<file path="src/rtl/imt_pkg.sv">
// ----------------------------------------------------------------------------
// IRC message tokenizer package
// Shared types and character constants for the tokenizer and its checker.
// ----------------------------------------------------------------------------
package imt_pkg;

    localparam logic [7:0] CH_COLON = 8'h3A;
    localparam logic [7:0] CH_SPACE = 8'h20;
    localparam logic [7:0] CH_COMMA = 8'h2C;

    localparam logic [1:0] KIND_PREFIX   = 2'd0;
    localparam logic [1:0] KIND_COMMAND  = 2'd1;
    localparam logic [1:0] KIND_PARAM    = 2'd2;
    localparam logic [1:0] KIND_TRAILING = 2'd3;

    localparam int unsigned FIFO_DEPTH = 4;
    localparam int unsigned PTR_W      = $clog2(FIFO_DEPTH);
    localparam int unsigned CNT_W      = PTR_W + 1;

    typedef enum logic [1:0] {
        PH_LEAD  = 2'd0,
        PH_HEAD  = 2'd1,
        PH_TRAIL = 2'd2
    } t_phase;

    typedef struct packed {
        logic [7:0] msg_byte;
        logic       last_byte;
    } t_in;

    typedef struct packed {
        logic [7:0] out_byte;
        logic [1:0] token_kind;
        logic       token_start;
        logic       byte_valid;
        logic       message_end;
        logic       trailing_present;
    } t_out;

endpackage

</file>
<file path="src/rtl/irc_message_tokenizer_top.sv">
// ----------------------------------------------------------------------------
// IRC message tokenizer
// Each result is written into the output queue registers and read out from its head.
// Throughput: one byte per cycle while input ready is high; the last byte of a
// message also issues an end-of-message result, absorbed by a 4-entry queue.
// Input ready is high while at least two queue slots are free.
// Synchronous active-low reset empties the queue and returns to message start.
// ----------------------------------------------------------------------------
module irc_message_tokenizer_top
    import imt_pkg::*;
(
    input  logic i_clk,
    input  logic i_rst_n,
    input  logic i_in_valid,
    output logic o_in_ready,
    input  t_in  i_in_data,
    output logic o_out_valid,
    input  logic i_out_ready,
    output t_out o_out_data
);

    t_phase     r_phase, n_phase;
    logic       r_inside, n_inside;
    logic [1:0] r_role, n_role;
    logic       r_prefix, n_prefix;
    logic       r_colon, n_colon;
    logic       r_trail_st, n_trail_st;

    t_out             r_fifo [FIFO_DEPTH];
    logic [PTR_W-1:0] r_wr_ptr, r_rd_ptr;
    logic [CNT_W-1:0] r_count, n_count;

    logic       in_fire, out_fire;
    logic       is_colon, is_space, is_comma, in_head;
    logic       emit;
    t_out       byte_res, end_res, ent0, ent1;
    logic [1:0] push;

    assign in_fire  = i_in_valid && o_in_ready;
    assign out_fire = o_out_valid && i_out_ready;
    assign is_colon = (i_in_data.msg_byte == CH_COLON);
    assign is_space = (i_in_data.msg_byte == CH_SPACE);
    assign is_comma = (i_in_data.msg_byte == CH_COMMA);

    always_comb begin
        n_phase    = r_phase;
        n_inside   = r_inside;
        n_role     = r_role;
        n_prefix   = r_prefix;
        n_colon    = r_colon;
        n_trail_st = r_trail_st;
        emit       = 1'b0;
        in_head    = 1'b0;
        byte_res   = '0;
        byte_res.out_byte   = i_in_data.msg_byte;
        byte_res.byte_valid = 1'b1;

        unique case (r_phase)
            PH_LEAD: begin
                if (is_colon) begin
                    n_prefix = 1'b1;
                    n_colon  = 1'b1;
                end else begin
                    n_phase  = PH_HEAD;
                    n_role   = r_prefix ? KIND_PREFIX : KIND_COMMAND;
                    n_inside = 1'b0;
                    in_head  = 1'b1;
                end
            end
            PH_HEAD: begin
                if (is_colon) begin
                    if (r_inside) begin
                        n_inside = 1'b0;
                        if (r_role != KIND_PARAM) begin
                            n_role = r_role + 2'd1;
                        end
                    end
                    n_colon = 1'b1;
                    n_phase = PH_TRAIL;
                end else begin
                    in_head = 1'b1;
                end
            end
            default: begin
                if (is_colon) begin
                    n_colon = 1'b1;
                end else begin
                    emit                 = 1'b1;
                    byte_res.token_kind  = KIND_TRAILING;
                    byte_res.token_start = !r_trail_st;
                    n_trail_st           = 1'b1;
                end
            end
        endcase

        if (in_head) begin
            if (is_space) begin
                if (n_inside) begin
                    if (n_role != KIND_PARAM) begin
                        n_role = n_role + 2'd1;
                    end
                end
                n_inside = 1'b0;
            end else if (is_comma && (n_role == KIND_PARAM)) begin
                n_inside = 1'b0;
            end else begin
                emit                 = 1'b1;
                byte_res.token_kind  = n_role;
                byte_res.token_start = !n_inside;
                n_inside             = 1'b1;
            end
        end

        end_res = '0;
        end_res.message_end      = 1'b1;
        end_res.trailing_present = n_colon;

        if (i_in_data.last_byte) begin
            n_phase    = PH_LEAD;
            n_inside   = 1'b0;
            n_role     = KIND_PREFIX;
            n_prefix   = 1'b0;
            n_colon    = 1'b0;
            n_trail_st = 1'b0;
        end

        ent0 = emit ? byte_res : end_res;
        ent1 = end_res;
        push = in_fire ? ({1'b0, emit} + {1'b0, i_in_data.last_byte}) : 2'd0;
        n_count = r_count + CNT_W'(push) - CNT_W'(out_fire);
    end

    assign o_in_ready  = (r_count <= CNT_W'(FIFO_DEPTH - 2));
    assign o_out_valid = (r_count != '0);
    assign o_out_data  = r_fifo[r_rd_ptr];

    always_ff @(posedge i_clk) begin
        if (!i_rst_n) begin
            r_phase    <= PH_LEAD;
            r_inside   <= 1'b0;
            r_role     <= KIND_PREFIX;
            r_prefix   <= 1'b0;
            r_colon    <= 1'b0;
            r_trail_st <= 1'b0;
            r_wr_ptr   <= '0;
            r_rd_ptr   <= '0;
            r_count    <= '0;
        end else begin
            if (in_fire) begin
                r_phase    <= n_phase;
                r_inside   <= n_inside;
                r_role     <= n_role;
                r_prefix   <= n_prefix;
                r_colon    <= n_colon;
                r_trail_st <= n_trail_st;
            end
            r_wr_ptr <= r_wr_ptr + PTR_W'(push);
            if (out_fire) begin
                r_rd_ptr <= r_rd_ptr + PTR_W'(1);
            end
            r_count <= n_count;
        end
    end

    always_ff @(posedge i_clk) begin
        if (push != 2'd0) begin
            r_fifo[r_wr_ptr] <= ent0;
        end
        if (push == 2'd2) begin
            r_fifo[r_wr_ptr + PTR_W'(1)] <= ent1;
        end
    end

endmodule

</file>
<file path="config.mk">
export PLATFORM = sky130hd
export DESIGN_NAME = irc_message_tokenizer_top
export DESIGN_NICKNAME = d
export VERILOG_FILES = /design/src/rtl/imt_pkg.sv /design/src/rtl/irc_message_tokenizer_top.sv
export SDC_FILE = /design/constraint.sdc
export NUM_CORES = 1
export LEC_CHECK = 0
export BUFFER_PORTS_ARGS = -buffer_cell sky130_fd_sc_hd__buf_2
export CAP_MARGIN = 20
export CORE_ASPECT_RATIO = 1.1
export CORE_MARGIN = 8
export CORE_UTILIZATION = 41
export CTS_BUF_LIST = sky130_fd_sc_hd__clkbuf_8
export CTS_CLUSTER_DIAMETER = 60
export DETAILED_ROUTE_END_ITERATION = 10
export HOLD_SLACK_MARGIN = 0.08
export MAX_ROUTING_LAYER = met4
export PLACE_DENSITY = 0.67
export SYNTH_ARGS = -nofsm -noshare
export SYNTH_HDL_FRONTEND = slang
export SYNTH_SLANG_ARGS = --single-unit
</file>
<file path="constraint.sdc">
create_clock -name i_clk -period 3.97 [get_ports i_clk]
set_input_delay 0.5955 -clock i_clk [delete_from_list [all_inputs] [get_ports i_clk]]
set_output_delay 0.5955 -clock i_clk [all_outputs]
set_load 0.03 [all_outputs]
</file>
# After elaboration in Yosys (flattened, before gate mapping)
# Memories as Yosys holds them, arrays and structs flattened. A register that Yosys moved wholly into a read port is not among the register bits.
# Index checks and enable logic that the tools add are counted.
# Widths: inputs -> output; s select.
[op_classes]
n_reduce_logical = 15
mux = 49
magnitude_cmp = 1
eq_ne = 12
addsub = 8
[ops]
columns = ["operator", "n"]
rows = [
  ["$mux 2", 15],
  ["$mux 1", 25],
  ["$eq 8x6->1 const B", 3],
  ["$mux 3", 5],
  ["$mux 14", 1],
  ["$add 2x1->2 const B", 4],
  ["$pmux 2 s2", 2],
  ["$ne 2x2->1 const B", 3],
  ["$ne 3x3->1 const B", 2],
  ["$reduce_and 3->1", 2],
  ["$reduce_bool 2->1", 3],
  ["$reduce_bool 3->1", 2],
  ["$eq 2x2->1 const B", 2],
  ["$reduce_and 4->1", 1],
  ["$add 3x2->3", 1],
  ["$le 3x2->1 const B", 1],
  ["$logic_and 1x1->1", 3],
  ["$sub 3x1->3", 1],
  ["$add 1x1->2", 1],
  ["$add 2x2->2", 1],
  ["$eq 2x1->1 const B", 1],
  ["$logic_not 1->1", 2],
  ["$logic_not 2->1", 1],
  ["$ne 2x1->1 const B", 1],
  ["2 further kinds", 2],
]
[totals]
inputBits = 13
regBits = 15
mem_count = 1
mem_bits_rw = 56
output_inout_bits = 16
[mem_list]
columns = ["name", "depth", "word_bits", "read_ports", "rd_clocked_by_memory_dff", "write_ports", "line", "text"]
rows = [
  ["r_fifo", 4, 14, 1, 1, 2, "irc_message_tokenizer_top.sv:29", "t_out r_fifo [FIFO_DEPTH];"],
]

# Logic depth before layout (Yosys ltp)
[logic_depth]
depth_word = 15
mapped_depth = 22
ltp_nobuf = 22

# Worst setup path before layout
# OpenSTA, ideal clock, no wires.
[synth_path]
path_kind = "input -> register"
startpoint = "in i_in_data[8] (netlist bit)"
endpoint = "reg r_count[2]"
setup_time_ps = 115
path_stages = 21
arrival_ps = 4219
setup_slack_ps = -364
t_required_ps = 3855
path_cell_list = "or4b_1 buf_6 nor2_8 o22ai_4 or2_4 ha_1 and3_1 o211ai_1 a21oi_2 inv_1 ha_1 and2_1 inv_1 ha_1 inv_1 ha_1 inv_1 fa_1 xor2_1 xnor2_1 and2_1"
[synth_between]
elab_chain_cells = 12
elab_cells_between_ends = 18
cone_classes = "3 x add/sub; 4 x eq/ne; 10 x mux; 1 x reduce/logical"
[synth_lines]
columns = ["item", "line", "text"]
rows = [
  ["start: declaration", "irc_message_tokenizer_top.sv:16", "input t_in i_in_data,"],
  ["$eq 8x6->1", "irc_message_tokenizer_top.sv:41", "assign is_colon = (i_in_data.msg_byte == CH_COLON);"],
  ["$mux 2, on equally long branches", "irc_message_tokenizer_top.sv:71, irc_message_tokenizer_top.sv:60", ""],
  ["$pmux 2 s2", "irc_message_tokenizer_top.sv:58", "unique case (r_phase)"],
  ["$eq 2x2->1", "irc_message_tokenizer_top.sv:104", "end else if (is_comma && (n_role == KIND_PARAM)) begin"],
  ["$logic_and 1x1->1", "irc_message_tokenizer_top.sv:104", ""],
  ["$mux 1", "irc_message_tokenizer_top.sv:104", ""],
  ["$mux 1", "irc_message_tokenizer_top.sv:97", "if (is_space) begin"],
  ["$mux 1 *", "irc_message_tokenizer_top.sv:96", "if (in_head) begin"],
  ["via emit", "irc_message_tokenizer_top.sv:35", "logic emit;"],
  ["$add 1x1->2 *", "irc_message_tokenizer_top.sv:129", "push = in_fire ? ({1'b0, emit} + {1'b0, i_in_data.last_byte}) : 2'd0;"],
  ["$mux 2 *", "irc_message_tokenizer_top.sv:129", ""],
  ["$add 3x2->3 *", "irc_message_tokenizer_top.sv:130", "n_count = r_count + CNT_W'(push) - CNT_W'(out_fire);"],
  ["$sub 3x1->3 *", "irc_message_tokenizer_top.sv:130", ""],
  ["end signal: assignment", "irc_message_tokenizer_top.sv:161", "r_count <= n_count;"],
  ["end: declaration", "irc_message_tokenizer_top.sv:31", "logic [CNT_W-1:0] r_count, n_count;"],
]
# Mark *: on every way through the listed nets, which the timed path passes. The rest lies on a longest branch.
# A chain may end at the register's enable or synchronous reset.

# Worst setup path in the final report
[layout_path]
startpoint = "in i_in_data[7] (netlist bit)"
endpoint = "reg r_count[2]"
# Same word-level chain as after synthesis.

==> results_dict.tcl <==
set metrics [dict create \
    outcome "complete, no violations" \
    core_area_um2 7910 \
    dieArea_um2 11300 \
    cp.required_ps 4220 \
    synth_area_um2 3350 \
    slew_violations 0 \
    clock_path_buffers 2 \
    max-cap-violations 0 \
    async_reset_ff_share_pct 0 \
    min_path_type "reg -> reg" \
    routed-wl-met2_um 3930 \
    cts_tree "yes" \
    antenna_cells 0 \
    htree_levels 3 \
    drc 0 \
    synthDominantCellAreaShare_pct 41.3 \
    cpMaxStageDelayCell "or4b_4" \
    drt_pass1_iterations 4 \
    clk_pin_slew_ps 80 \
    grt_first_pass_wirelength_um 13600 \
    finalSetupViolCount 0 \
    final_common_cell "dfxtp_1" \
    fp.dieH_um 111 \
    fin_hold_ws_ps 454 \
    cp_max_fo 4 \
    max_slew.worst_pin.slew_ps 964 \
    antenna_left 0 \
    critical_path.top_delay_family "simple AND/OR/NAND/NOR gates" \
    met1_length_um 3490 \
    worstPathCellList "buf_6 -> or4b_4 -> buf_6 -> nor2_8 -> o22ai_4 -> or2_4 -> ha_4 -> and3_4 -> o211ai_1 -> a21oi_2 -> inv_2 -> ha_4 -> and2_4 -> inv_2 -> ha_4 -> inv_4 -> ha_4 -> inv_2 -> fa_2 -> xor2_2 -> xnor2_1 -> and2_1" \
    synth_cells 314 \
    synth_edf_count 4 \
    yosys_warnings 0 \
    p_per_area_nw_per_um2 699 \
    finalHoldViolations 0 \
    placed_area_um2 4000 \
    ys_seq_elements 73 \
    overflow 0 \
    fin_crit_ps 3940 \
    fmax_mhz 254 \
    end_kind "flop" \
    clock_latency_ps 350 \
    ys_types 52 \
    grt_pass1_vias 2791 \
    yosysTopAreaCell "dfxtp_1" \
    layout-drive-gt1-share_pct 34.7 \
    rows 34 \
    gp_congestion 0.820 \
    crit_type "in -> reg" \
    area_growth_pct 27.6 \
    synth.area.top_cells "dfxtp_1, a22o_1, mux4_2" \
    p_leak_nw 1.84 \
    cp_num_buf_inv 6 \
    cp-start-kind "primary input" \
    rsz0062_at_grt "yes" \
    arrival_ps 4190 \
    fin_setup_tns_ps 0 \
    numClockSinks 73 \
    min_period_over_period_pct 99.2 \
    final_cell_area_um2 4270 \
    track_usage_pct 15.5 \
    syn_avg_cell_area_um2 10.7 \
    via_per_inst 5.44 \
    p_total_mw 2.98 \
    vias 2689 \
    ios 29 \
    vdd_ir_drop_max_v 0.000310 \
    die_x_um 102 \
    fin_nets 403 \
    synth_ff_type "dfxtp_1" \
    seq_area_frac_synth_pct 44.9 \
    cp_common_cell "ha_4" \
    drt_wl_total_um 7930 \
    wl_per_cell_um 16.0 \
    cts_buffers 9 \
    max_slew_margin_pct 35.6 \
    syn_nets 336 \
    met3_length_um 339 \
    mostFrequentLayoutCells "dfxtp_1, a22o_1, buf_4" \
    skew_ps 8.85 \
    hpwl_um 5760 \
    drtIter0Drc 125 \
    grt_max_degree 18 \
    start_util_pct 42.3 \
    antenna_found_initial 0 \
    io_buffers 28 \
    critical-path-max-stage-delay_ps 590 \
    top_layer_used "met4" \
    cts_root_buffer "clkbuf_8" \
]
==> synth_stat cells (all sizes together), types with 4 or more instances <==
cell type  number
a31oi           4
nor2b           6
dfxtp          69
o21ai           9
a21oi          11
clkbuf         13
and2           11
buf             7
nand3           7
a21o            4
a22o           44
nand2          17
inv            19
ha              8
edfxtp          4
mux4           14
nor2           21
==> flip-flops by register name, summed over array words and instances (netlist names), named ones only <==
| register | flops |
|---|---|
| r_fifo | 56 |
| r_count | 3 |
| r_phase | 2 |
| r_rd_ptr | 2 |
| r_role | 2 |
| r_wr_ptr | 2 |
| r_colon | 1 |
| r_inside | 1 |
| r_prefix | 1 |
| r_trail_st | 1 |
==> power breakdown <==
group	leakage, nW	total, mW	switching [mW]	internal [mW]
logic	1.12	1.11	0.550	0.565
clock network	0.112	0.651	0.296	0.355
registers	0.604	1.22	0.203	1.01
==> path summary, 6_finish.rpt <==
check,from,endpoint,slack (ps),cells past startpoint
max reg2reg,r_role[1],r_count[2],180,22
max,i_in_data[7],r_count[2],30,22
min,r_fifo[3][1],r_fifo[3][1],450,2
min reg2reg,r_fifo[3][1],r_fifo[3][1],450,2
==> per-layer routing <==
metal	vias up	global-route usage [%]
li1	1293	-
met1	1323	18.5
met2	58	24.6
met3	15	3.58
met4	0	5.69
met5	-	-
==> kinds of logic (layout without fill, tap and decap cells) <==
logic type / count (synthesis) / after routing / synth area share [%]
buf+inv: 39 / 111 / 4.86
flops: 73 / 73 / 44.9
compound gates: 86 / 86 / 20.6
fa+ha+maj: 9 / 9 / 3.59
xor+xnor: 6 / 6 / 1.57
mux: 14 / 14 / 9.42
simple gates: 87 / 87 / 15.1
==> stage by stage <==
step	instances	utilization (%)	worst slack (ps)
floorplan	314	-	-169
global placement	477	50.6	-300
detailed placement	477	50.6	-359
CTS	493	53.3	13.4
global route	494	53.9	-47.9
finish	494	53.9	32.6
==> worst register-to-register path: cells and delay by family (launching register included) <==
| kind | cells | cell delay [ps] |
|---|---|---|
| AO/OA/AOI/OAI | 3 | 580 |
| XOR/XNOR | 2 | 280 |
| flip-flops | 1 | 370 |
| adder cells (fa/ha/maj) | 6 | 1280 |
| AND/OR/NAND/NOR | 5 | 800 |
| buffers and inverters | 6 | 390 |
==> layout make-up <==
class,count,area [um2]
fill,754,3640
multi-input combinational,202,1800
sequential,73,1500
timing repair buffer,76,537
tap,108,135
clock buffer,9,124
clock inverter,7,95.1
inverter,19,73.8
==> what timing repair did <==
item / CTS / global route
setup endpoints to repair: 0 / 44
buffers inserted: 0 / 1
resized for setup: 0 / 10
hold buffers: 0 / 0
(Power assumes the default switching activity.)
